File: src/rtl/cca_pkg.sv
`default_nettype none
// ----------------------------------------------------------------------------
// cca_pkg
// Shared types and constants of the cave cellular automaton step block:
// field widths, operation codes, register indexes and the command word
// that the controller hands to the datapath.
// ----------------------------------------------------------------------------
package cca_pkg;

    localparam int DEF_MAX_COLUMNS = 64;
    localparam int DEF_MAX_ROWS    = 64;

    localparam int OP_W        = 2;
    localparam int COORD_W     = 6;
    localparam int CFG_W       = 7;
    localparam int LIMIT_W     = 4;
    localparam int COUNT_W     = 4;
    localparam int CFG_INDEX_W = 2;

    localparam logic [OP_W-1:0] OP_WRITE = 2'd0;
    localparam logic [OP_W-1:0] OP_READ  = 2'd1;
    localparam logic [OP_W-1:0] OP_GEN   = 2'd2;

    localparam logic [CFG_INDEX_W-1:0] REG_GRID_COLUMNS = 2'd0;
    localparam logic [CFG_INDEX_W-1:0] REG_GRID_ROWS    = 2'd1;
    localparam logic [CFG_INDEX_W-1:0] REG_BIRTH_LIMIT  = 2'd2;
    localparam logic [CFG_INDEX_W-1:0] REG_DEATH_LIMIT  = 2'd3;

    localparam logic [CFG_W-1:0]   RST_GRID_COLUMNS = 7'd64;
    localparam logic [CFG_W-1:0]   RST_GRID_ROWS    = 7'd64;
    localparam logic [LIMIT_W-1:0] RST_BIRTH_LIMIT  = 4'd4;
    localparam logic [LIMIT_W-1:0] RST_DEATH_LIMIT  = 4'd3;

    typedef logic [1:0] wr_mode_t;

    localparam wr_mode_t WM_CLEAR = 2'd0;
    localparam wr_mode_t WM_CELL  = 2'd1;
    localparam wr_mode_t WM_GEN   = 2'd2;

    typedef struct packed {
        logic     load;
        logic     rd_en;
        logic     shift;
        logic     wr_en;
        wr_mode_t wr_mode;
        logic     top_out;
        logic     bot_out;
        logic     resp;
        logic     resp_done;
        logic     resp_read;
    } dp_cmd_t;

endpackage
`default_nettype wire

File: src/rtl/cca_ctrl.sv
`default_nettype none
// ----------------------------------------------------------------------------
// cca_ctrl
// Controller of the cave automaton: clearing pass after reset, cell write
// (read-modify-write), cell read (three-row window) and the generation
// sweep, one row per cycle.
// ----------------------------------------------------------------------------
module cca_ctrl
    import cca_pkg::*;
#(
    parameter int MAX_ROWS = DEF_MAX_ROWS,
    parameter int AW       = $clog2(MAX_ROWS),
    parameter int CNT_W    = $clog2(MAX_ROWS + 2)
) (
    input  wire logic               clk,
    input  wire logic               rst_n,
    input  wire logic               start,
    input  wire logic [OP_W-1:0]    operation,
    input  wire logic [COORD_W-1:0] column,
    input  wire logic [COORD_W-1:0] row,
    input  wire logic [CFG_W-1:0]   eff_cols,
    input  wire logic [CNT_W-1:0]   eff_rows,
    output logic                    busy,
    output dp_cmd_t                 cmd,
    output logic      [AW-1:0]      rd_addr,
    output logic      [AW-1:0]      wr_addr
);

    localparam logic [2:0] S_CLEAR = 3'd0;
    localparam logic [2:0] S_IDLE  = 3'd1;
    localparam logic [2:0] S_WR_RD = 3'd2;
    localparam logic [2:0] S_WR_WR = 3'd3;
    localparam logic [2:0] S_READ  = 3'd4;
    localparam logic [2:0] S_GEN   = 3'd5;

    logic [2:0]       state_reg, state_next;
    logic [CNT_W-1:0] step_reg, step_next;
    logic [AW-1:0]    row_reg, row_next;
    logic             top_reg, top_next;
    logic             bot_reg, bot_next;
    logic             in_grid;

    assign in_grid = (column < eff_cols) && (row < eff_rows);
    assign busy    = (state_reg != S_IDLE);

    always_ff @(posedge clk or negedge rst_n)
    begin
        if (!rst_n)
        begin
            state_reg <= S_CLEAR;
            step_reg  <= '0;
        end
        else
        begin
            state_reg <= state_next;
            step_reg  <= step_next;
        end
    end

    always_ff @(posedge clk)
    begin
        row_reg <= row_next;
        top_reg <= top_next;
        bot_reg <= bot_next;
    end

    always_comb
    begin
        state_next = state_reg;
        step_next  = step_reg;
        row_next   = row_reg;
        top_next   = top_reg;
        bot_next   = bot_reg;
        cmd        = '0;
        rd_addr    = row_reg;
        wr_addr    = row_reg;
        case (state_reg)
            S_CLEAR:
            begin
                cmd.wr_en   = 1'b1;
                cmd.wr_mode = WM_CLEAR;
                wr_addr     = AW'(step_reg);
                if (step_reg == CNT_W'(MAX_ROWS - 1))
                begin
                    state_next = S_IDLE;
                    step_next  = '0;
                end
                else
                begin
                    step_next = step_reg + CNT_W'(1);
                end
            end
            S_IDLE:
            begin
                if (start)
                begin
                    cmd.load  = 1'b1;
                    row_next  = AW'(row);
                    top_next  = (row == '0);
                    bot_next  = ((CFG_W'(row) + CFG_W'(1)) >= eff_rows);
                    step_next = '0;
                    case (operation)
                        OP_WRITE:
                        begin
                            if (in_grid)
                            begin
                                state_next = S_WR_RD;
                            end
                            else
                            begin
                                cmd.resp      = 1'b1;
                                cmd.resp_done = 1'b1;
                            end
                        end
                        OP_READ:
                        begin
                            if (in_grid)
                            begin
                                state_next = S_READ;
                            end
                            else
                            begin
                                cmd.resp      = 1'b1;
                                cmd.resp_done = 1'b1;
                            end
                        end
                        OP_GEN:
                        begin
                            if (eff_rows != '0)
                            begin
                                state_next = S_GEN;
                            end
                            else
                            begin
                                cmd.resp      = 1'b1;
                                cmd.resp_done = 1'b1;
                            end
                        end
                        default:
                        begin
                            cmd.resp = 1'b1;
                        end
                    endcase
                end
            end
            S_WR_RD:
            begin
                cmd.rd_en  = 1'b1;
                state_next = S_WR_WR;
            end
            S_WR_WR:
            begin
                cmd.wr_en     = 1'b1;
                cmd.wr_mode   = WM_CELL;
                cmd.resp      = 1'b1;
                cmd.resp_done = 1'b1;
                state_next    = S_IDLE;
            end
            S_READ:
            begin
                step_next = step_reg + CNT_W'(1);
                if (step_reg == CNT_W'(0))
                begin
                    cmd.rd_en = !top_reg;
                    rd_addr   = row_reg - AW'(1);
                end
                else if (step_reg == CNT_W'(1))
                begin
                    cmd.rd_en = 1'b1;
                    cmd.shift = 1'b1;
                end
                else if (step_reg == CNT_W'(2))
                begin
                    cmd.rd_en = !bot_reg;
                    cmd.shift = 1'b1;
                    rd_addr   = row_reg + AW'(1);
                end
                else
                begin
                    cmd.top_out   = top_reg;
                    cmd.bot_out   = bot_reg;
                    cmd.resp      = 1'b1;
                    cmd.resp_done = 1'b1;
                    cmd.resp_read = 1'b1;
                    state_next    = S_IDLE;
                    step_next     = '0;
                end
            end
            S_GEN:
            begin
                cmd.rd_en = (step_reg < eff_rows);
                rd_addr   = AW'(step_reg);
                cmd.shift = (step_reg != '0);
                wr_addr   = AW'(step_reg - CNT_W'(2));
                step_next = step_reg + CNT_W'(1);
                if (step_reg >= CNT_W'(2))
                begin
                    cmd.wr_en   = 1'b1;
                    cmd.wr_mode = WM_GEN;
                    cmd.top_out = (step_reg == CNT_W'(2));
                    cmd.bot_out = (step_reg == (eff_rows + CNT_W'(1)));
                end
                if (step_reg == (eff_rows + CNT_W'(1)))
                begin
                    cmd.resp      = 1'b1;
                    cmd.resp_done = 1'b1;
                    state_next    = S_IDLE;
                    step_next     = '0;
                end
            end
            default:
            begin
                state_next = S_IDLE;
                step_next  = '0;
            end
        endcase
    end

endmodule
`default_nettype wire

File: config.mk
export PLATFORM = sky130hd
export DESIGN_NAME = cca_ctrl
export DESIGN_NICKNAME = d
export VERILOG_FILES = /design/src/rtl/cca_pkg.sv /design/src/rtl/cca_ctrl.sv
export SDC_FILE = /design/constraint.sdc
export NUM_CORES = 1
export LEC_CHECK = 0
export BUFFER_PORTS_ARGS = -buffer_cell sky130_fd_sc_hd__buf_2
export CORE_ASPECT_RATIO = 1.25
export CORE_MARGIN = 1
export CORE_UTILIZATION = 56
export DETAILED_ROUTE_END_ITERATION = 6
export PLACE_DENSITY = 0.9
export REMOVE_ABC_BUFFERS = 1
export SLEW_MARGIN = 10
export SYNTH_ARGS = -nofsm -noshare
export SYNTH_HDL_FRONTEND = slang
export SYNTH_SLANG_ARGS = --single-unit
File: constraint.sdc
create_clock -name clk -period 2.6 [get_ports clk]
set_input_delay 0.13 -clock clk [delete_from_list [all_inputs] [get_ports clk]]
set_output_delay 0.13 -clock clk [all_outputs]
set_load 0.05 [all_outputs]
==> impl_metrics.csv, run 1 <==
group,metric,value,unit
status,status,"complete, no violations",
hold_path,hp-start,"row[0]",
timing,fin_crit_sh,96.2,%
finish,multiInputGateArea,1840,um2
clock_network,clk_pin_slew_worst_paths,70,ps
global_routing,track_usage,32.3,%
routing,via_per_inst,6.27,
synthesis,ys_ff_latch,18,
timing,maxSlewViolCount,0,
hold_path,hold_path.class,"primary input to register",
floorplan,floorplan.core_area,4160,um2
routing,route.vias.total,2703,
global_routing,grt_pass1_wl,11.7,mm
routing,drc,0,
finish,diodes,0,
finish,regArea,493,um2
clock_network,cts.sinks,18,
synthesis,yosysTopAreaCell,"ha_1",
clock_network,cts_tree,"done",
finish,finish.utilization,71.1,%
placement,place_area,2840,um2
finish,final_nets,449,
power,p_leak,1.46,nW
routing,ant_nets,0,
floorplan,start_util,59.7,%
clock_network,cts-root-buf,"clkbuf_8",
global_routing,antenna_found_initial,0,
synthesis,syn_avg_cell_area,7.84,um2
hold_path,worstHoldPathCells,1,
synthesis,synth-async-reset-ratio,55.6,%
setup_path,rr_worst_depth,9,
finish,fillers,363,
routing,wire_per_inst,16.6,um
timing,fin_worst_skew,4.40,ps
timing,hold_viol,0,
timing,maxSlewHeadroom,59.6,%
finish,drive_gt1_share,22.7,%
placement,routabilityCongestion,0.998,
setup_path,r2r-start,"step_reg[0]",
placement,port_buffers,54,
floorplan,row_count,26,
timing,fmax,0.400,GHz
timing,worst_pin_slew,605,ps
floorplan,die-width,61.6,um
run,cap_violations,0,
global_routing,first_global_vias,2562,
global_routing,grt_max_degree,17,
setup_path,cp_data_arrival_time,2370,ps
floorplan,die_y,76.5,um
hold_path,min_to,"row_reg[0]",
setup_path,r2r_slack,160,ps
floorplan,dieArea,4710,um2
global_routing,grt-ovfl-total,0,
timing,setup_viol,0,
power,powerDensity,886,nW/um2
routing,firstDrtPassIters,5,
power,pwr-share-seq,18.6,%
synthesis,yosysTopAreaCellShare,21.1,%
setup_path,crit_path_end_kind,"primary output",
power,switching_share,57.9,%
placement,hpwlAfterDp,5.53,mm
setup_path,critPathKind,"register to primary output",
power,power.total,2.62,mW
synthesis,ys_warn_count,0,
synthesis,synth_seq_area_share,19.7,%
setup_path,r2r-end,"step_reg[5]",
floorplan,ios,55,
power,switchingPower,1.52,mW
clock_network,cts_buffers,3,
synthesis,synth_commonest_cells,"ha_1, a21oi_1, inv_1",
clock_network,clock_path_buffers,2,
timing,final.setup.tns,0,ps
timing,min_period,2500,ps
finish,largest_register_ffs,7,
setup_path,worst-endpoint-required,2470,ps
power,p_comb_share,72.9,%
finish,syn2layout_area_growth,19.1,%
power,ir_drop,0.269,mV
setup_path,critPathMaxFanout,7,
synthesis,ys.flop_type,"dfrtp_1",
synthesis,synth_edf_count,8,
clock_network,clock_latency,250,ps
synthesis,netlist_area,2480,um2
synthesis,postSynthCellCount,317,
power,internal_power,1.11,mW
power,clockPowerShare,8.5,%
routing,wirelength,7.14,mm
setup_path,startpoint_type,"register",
synthesis,synth_most_common_cell,"ha_1",
synthesis,yosys-top-cells-area,"ha_1, dfrtp_1, edfxtp_1",
finish,fin_area,2960,um2
routing,drt-initial-drc-count,245,
clock_network,h-tree-depth,1,
synthesis,synth.distinct_cells,55,
==> final cells by class <==
type                    instances  share of cell area [%]
clock buffers                   4                    1.86
inverters                      30                    3.81
multi-input cells             256                    62.2
flip-flops and latches         18                    16.7
well taps                      56                    2.37
repair buffers                 67                    13.1
==> cell families (layout without fill, tap and decap cells) <==
family	count (synthesis)	count (layout)	share of synthesized area [%]
buffers and inverters	43	101	7.05
adders and majority gates	42	42	21.1
xor gates and xnor gates	11	11	3.88
DFF	18	18	19.7
muxes	6	6	2.47
AOI/OAI and AO/OA	92	92	24.3
and+or+nand+nor	105	105	21.5
==> timing repair <==
action                                  in CTS  in global routing
setup buffers                                0                  2
gates resized for setup                      7                 10
endpoints found under the setup margin       4                 10
endpoints found under the hold margin       10                  0
gates cloned                                 0                  0
hold buffers                                 1                  0
pin swaps                                    0                  2
==> stage by stage <==
step	hold WS [ps]	setup WS (ps)	std cells
final	141	97.6	431
after detailed placement	-1.88	175	424
after CTS	140	4.59	429
after global placement	-3.58	223	424
after global routing	150	-21.8	431
after floorplan	-166	-380	304
==> metal layers <==
layer / vias to the layer above / global-route usage [%] / wire, um
met5: - / 0 / 0
met3: 38 / 3.74 / 487
met4: 0 / 17.3 / 342
met2: 173 / 54.4 / 3580
li1: 1273 / - / -
met1: 1219 / 38.3 / 2730
==> cells in the final DEF, fill, tap and decap left out, types with 3 or more instances in the layout <==
| cell type | netlist | routed |
|---|---|---|
| buf_2 | 2 | 50 |
| ha_1 | 42 | 41 |
| inv_1 | 30 | 30 |
| a21oi_1 | 30 | 30 |
| nand2_1 | 25 | 25 |
| nor2_1 | 23 | 23 |
| buf_4 | 1 | 13 |
| nand3_1 | 12 | 12 |
| o21ai_0 | 12 | 10 |
| nor3_1 | 9 | 9 |
| o22ai_1 | 9 | 9 |
| edfxtp_1 | 8 | 8 |
| dfrtp_1 | 10 | 8 |
| xnor2_1 | 6 | 6 |
| nor2b_1 | 5 | 5 |
| xor2_1 | 5 | 5 |
| mux2i_1 | 5 | 5 |
| nand4_1 | 5 | 5 |
| a22o_1 | 5 | 5 |
| nand2b_1 | 4 | 4 |
| nor4_1 | 4 | 4 |
| a31oi_1 | 4 | 4 |
| a211oi_1 | 5 | 4 |
| clkbuf_8 | 0 | 4 |
| o211ai_1 | 3 | 3 |
| nor3b_1 | 3 | 3 |
| and2_1 | 2 | 3 |
| a221o_1 | 3 | 3 |
| o21a_1 | 3 | 3 |
| o21ai_1 | 3 | 3 |
==> worst max path at each step <==
| stage | to | from | cells after the start | slack, ps |
|---|---|---|---|---|
| floorplan | cmd[3] | state_reg[2] | 4 | -380 |
| global route | rd_addr[2] | step_reg[0] | 9 | -20 |
| global placement | step_reg[5] | step_reg[0] | 9 | 220 |
| detailed placement | step_reg[5] | step_reg[0] | 9 | 170 |
| finish | cmd[9] | step_reg[1] | 10 | 100 |
| CTS | rd_addr[5] | step_reg[0] | 9 | 5 |
==> power groups by stage <==
stage / Clock [mW] / Sequential, mW / Combinational, mW
3_3_place_gp: 0 / 0.482 / 1.77
6_report: 0.223 / 0.488 / 1.91
5_1_grt: 0.234 / 0.498 / 2.06
2_1_floorplan: 0 / 0.468 / 1.34
3_5_place_dp: 0 / 0.484 / 1.80
4_1_cts: 0.223 / 0.479 / 1.85
==> worst max-delay path, stage by stage, from the launching register on <==
cell	delay (ps)
dfrtp_1	430
buf_6	160
ha_1	260
nor2b_1	130
o21a_1	160
o21a_1	160
o21a_1	170
o21ai_1	130
a21oi_1	110
o21ai_2	210
buf_6	190
Power figures use the tool's default switching activity.
==> run 2, diff against run 1 <==
--- a/config.mk
+++ b/config.mk
@@ -10,7 +10,7 @@
 export CORE_MARGIN = 1
 export CORE_UTILIZATION = 56
 export DETAILED_ROUTE_END_ITERATION = 6
-export PLACE_DENSITY = 0.9
+export PLACE_DENSITY_LB_ADDON = 0.05
 export REMOVE_ABC_BUFFERS = 1
 export SLEW_MARGIN = 10
 export SYNTH_ARGS = -nofsm -noshare
==> impl_metrics.csv, run 2 (same netlist as run 1, synthesis figures left out) <==
group,metric,value,unit
status,status,"complete, no violations",
finish,final_common_cell,"buf_2",
floorplan,dieArea,4710,um2
power,powerDensity,882,nW/um2
finish,final_cell_mix,"buf_2, ha_1, inv_1, a21oi_1, nand2_1",
routing,wirelength,6.74,mm
floorplan,ios,55,
clock_network,clk_pin_slew_worst_paths,70,ps
clock_network,cts-root-buf,"clkbuf_8",
routing,firstDrtPassIters,5,
power,p_leak,1.45,nW
routing,ant_nets,0,
finish,fin_area,2950,um2
setup_path,slowest_delay,440,ps
floorplan,start_util,59.7,%
finish,regArea,497,um2
placement,place_inst,421,
setup_path,startpoint_type,"register",
setup_path,critPathMaxFanout,7,
finish,largest_register_ffs,7,
setup_path,cp_slowest_cell,"dfrtp_2",
timing,fin_worst_skew,5.40,ps
placement,port_buffers,54,
placement,routabilityCongestion,0.985,
timing,fmax,0.400,GHz
clock_network,cts.sinks,18,
global_routing,first_global_vias,2455,
finish,drive_gt1_share,22.3,%
finish,final_nets,446,
clock_network,cts_buffers,3,
setup_path,cp_data_arrival_time,2370,ps
timing,hold_ws,142,ps
timing,setup_viol,0,
global_routing,grt_pass1_wl,11.3,mm
power,power.total,2.60,mW
floorplan,die_y,76.5,um
floorplan,floorplan.core_area,4160,um2
run,cap_violations,0,
routing,drt-initial-drc-count,250,
setup_path,critPathKind,"register to primary output",
placement,hpwlAfterDp,5.37,mm
finish,layout.cells.non_filler,428,
hold_path,hold_path.class,"primary input to register",
timing,worst_pin_slew,480,ps
finish,syn2layout_area_growth,18.8,%
setup_path,path_cells,"inv_1 -> ha_1 -> or2_2 -> o211ai_1 -> and3_4 -> a32o_1 -> buf_2",
routing,via_per_inst,6.03,
timing,maxSlewViolCount,0,
finish,diodes,0,
global_routing,grt-ovfl-total,0,
finish,multiInputGateArea,1860,um2
clock_network,clock_path_buffers,2,
timing,rsz0062_at_grt,"yes",
clock_network,cts_tree,"done",
timing,hold_viol,0,
floorplan,die-width,61.6,um
global_routing,grt_max_degree,16,
finish,fillers,382,
setup_path,cp_top_family,"simple AND/OR/NAND/NOR gates",
placement,place_area,2820,um2
timing,fin_crit_sh,96.1,%
setup_path,cp.buffers_inverters,2,
clock_network,h-tree-depth,1,
power,ir_drop,0.344,mV
global_routing,track_usage,30.8,%
routing,drc,0,
global_routing,antenna_found_initial,0,
routing,wire_per_inst,15.7,um
timing,maxSlewHeadroom,67.9,%
clock_network,clock_latency,250,ps
timing,min_period,2500,ps
floorplan,row_count,26,
setup_path,worst-endpoint-required,2470,ps
routing,route.vias.total,2582,
setup_path,crit_path_end_kind,"primary output",
run 2: timing repair:
action / 4_1_cts / 5_1_grt
hold buffers: 1 / 0
pin swaps: 0 / 1
setup endpoints to repair: 5 / 10
buffers inserted: 0 / 2
gates resized for setup: 5 / 18
hold endpoints to repair: 10 / 0
run 2: path summary, 6_finish.rpt:
check | start | to | slack [ps] | cells after the start
max | step_reg[0] | cmd[4] | 100 | 7
min | row[1] | row_reg[1] | 140 | 1
max reg2reg | step_reg[0] | step_reg[5] | 110 | 9
min reg2reg | step_reg[0] | step_reg[0] | 630 | 1
max in group asynchronous | rst_n | step_reg[5] | 2140 | 2
min in group asynchronous | rst_n | state_reg[1] | 250 | 2
run 2: layer usage:
metal | track usage (%) | share of wire (%)
met5 | 0 | 0
met4 | 13.1 | 2.7
met3 | 3.90 | 6.1
met2 | 50.8 | 50
met1 | 39.0 | 41
run 2: area by class of cell:
class,instances,share of cell area (%)
timing repair buffer,64,12.3
tap,56,2.37
multi-input combinational,256,62.9
sequential,18,16.8
clock buffer,4,1.87
inverter,30,3.82
run 2: report_power, final:
part	internal (mW)	switching [mW]
Clock	0.135	0.0950
Sequential	0.373	0.111
Combinational	0.606	1.28
run 2: through the flow:
step	setup slack [ps]	setup TNS (ps)	utilization [%]
detailed placement	140	0	67.6
floorplan	-380	-1180	-
global placement	203	0	67.6
CTS	2.81	0	69.6
finish	101	0	70.9
global route	-16.4	-19.3	70.9
==> run 3, diff against run 2 <==
==> constraint.sdc (replaced) <==
create_clock -name clk -period 2.3 [get_ports clk]
set_input_delay 0.115 -clock clk [delete_from_list [all_inputs] [get_ports clk]]
set_output_delay 0.115 -clock clk [all_outputs]
set_load 0.05 [all_outputs]
==> impl_metrics.csv, run 3 (same netlist as run 1, synthesis figures left out) <==
group,metric,value,unit
clock_network,h-tree-depth,1,
finish,layout.cells.non_filler,447,
timing,hold_viol,0,
floorplan,die_y,76.5,um
placement,place_area,2910,um2
timing,maxSlewHeadroom,63.1,%
placement,place_inst,433,
floorplan,row_count,26,
status,status,"finished, violations left",
clock_network,clock_latency,260,ps
global_routing,grt-ovfl-total,0,
routing,route.vias.total,2742,
global_routing,track_usage,30.8,%
timing,hold_ws,121,ps
placement,port_buffers,54,
floorplan,dieArea,4710,um2
finish,drive_gt1_share,30.7,%
power,p_leak,1.56,nW
finish,regArea,497,um2
floorplan,start_util,59.7,%
routing,wire_per_inst,16.2,um
finish,largest_register_ffs,7,
setup_path,critPathKind,"register to primary output",
setup_path,critPathMaxFanout,6,
hold_path,worstHoldPathCells,1,
finish,syn2layout_area_growth,28.7,%
power,ir_drop,0.374,mV
finish,final_cell_mix,"buf_2, ha_1, a21oi_1",
clock_network,clk_pin_slew_worst_paths,70,ps
setup_path,startpoint_type,"register",
global_routing,first_global_vias,2484,
floorplan,die-width,61.6,um
global_routing,antenna_found_initial,0,
clock_network,cts-root-buf,"clkbuf_8",
clock_network,cts_buffers,3,
timing,min_period,2330,ps
global_routing,grt_max_degree,14,
finish,fillers,346,
setup_path,worst-endpoint-required,2180,ps
run,cap_violations,0,
placement,routabilityCongestion,1.01,
placement,hpwlAfterDp,5.51,mm
timing,final.setup.tns,-40.1,ps
routing,drt-initial-drc-count,218,
timing,fin_worst_skew,0.457,ps
finish,diodes,0,
hold_path,hold_path.class,"primary input to register",
finish,final_common_cell,"buf_2",
timing,worst_pin_slew,549,ps
timing,rsz0062_at_grt,"yes",
floorplan,ios,55,
clock_network,cts.sinks,18,
timing,fmax,0.429,GHz
routing,via_per_inst,6.13,
clock_network,clock_path_buffers,2,
routing,drc,0,
routing,wirelength,7.25,mm
timing,setup_viol,2,
status,violations,"negative setup slack",
finish,final_nets,465,
routing,firstDrtPassIters,5,
power,power.total,3.25,mW
setup_path,cp_data_arrival_time,2210,ps
timing,fin_crit_sh,101,%
finish,multiInputGateArea,1930,um2
global_routing,grt_pass1_wl,11.2,mm
routing,ant_nets,0,
setup_path,crit_path_end_kind,"primary output",
finish,fin_area,3200,um2
timing,maxSlewViolCount,0,
setup_path,rr_worst_depth,10,
floorplan,floorplan.core_area,4160,um2
placement,dpl_worst_slack,5.40,ps
timing,layout_setup_ws,-28.4,ps
power,powerDensity,1020,nW/um2
finish,finish.utilization,76.8,%
clock_network,cts_tree,"done",
## run 3: changes by cell type in the layout (fill, tap and decap cells not counted), moves of 2 or more
cell	change
inv_2	+2
buf_6	+4
nor3_1	-2
dfrtp_1	-2
buf_4	+17
nor3_2	+3
buf_2	-5
o21ai_2	+2
dfrtp_2	+3
inv_1	-2
## run 3: area by class of cell
type                            count  area share (%)
Inverter                           30            3.52
Clock buffer                        4            1.72
Tap cell                           56            2.19
Sequential cell                    18            15.5
Timing Repair Buffer               82            16.8
Multi-Input combinational cell    257            60.3
## run 3: path summary, 6_finish.rpt
check | from | endpoint | slack [ps]
setup / recovery | step_reg[0] | rd_addr[2] | -30
hold / removal | row[5] | row_reg[5] | 120
setup reg to reg | step_reg[0] | step_reg[5] | 30
hold reg to reg | step_reg[6] | step_reg[6] | 670
max in group asynchronous | rst_n | step_reg[2] | 1850
min in group asynchronous | rst_n | state_reg[1] | 240
## run 3: where the power goes
part	internal [mW]	leakage (nW)	switching, mW	total (mW)
combinational	0.879	1.33	1.58	2.46
sequential	0.422	0.201	0.105	0.527
clock	0.152	0.0288	0.110	0.263
total	1.45	1.56	1.80	3.25
## run 3: worst max-delay path, cell delays in order (launching register included)
cell and delay (ps):
dfrtp_1 430, inv_2 70, ha_2 200, nor2b_2 170, o21ai_2 300, nor2_1 120
a22oi_2 170, mux2i_1 210, a21oi_1 80, buf_4 200
## run 3: repair_timing
item                                    CTS  global route
cloned                                    0             1
pin swaps                                 6             4
endpoints found under the hold margin    10             0
hold buffers                              1             0
endpoints found under the setup margin   11            23
buffers inserted                          2             6
resized for setup                        25            27
## run 3: routing by layer
metal	wire, um	track usage (%)	vias up	part of all wire [%]
met5	0	0	-	0
met4	157	10.9	0	2.2
met3	245	1.87	16	3.4
met2	3760	55.2	115	52
met1	3080	36.9	1299	43
li1	-	-	1312	-
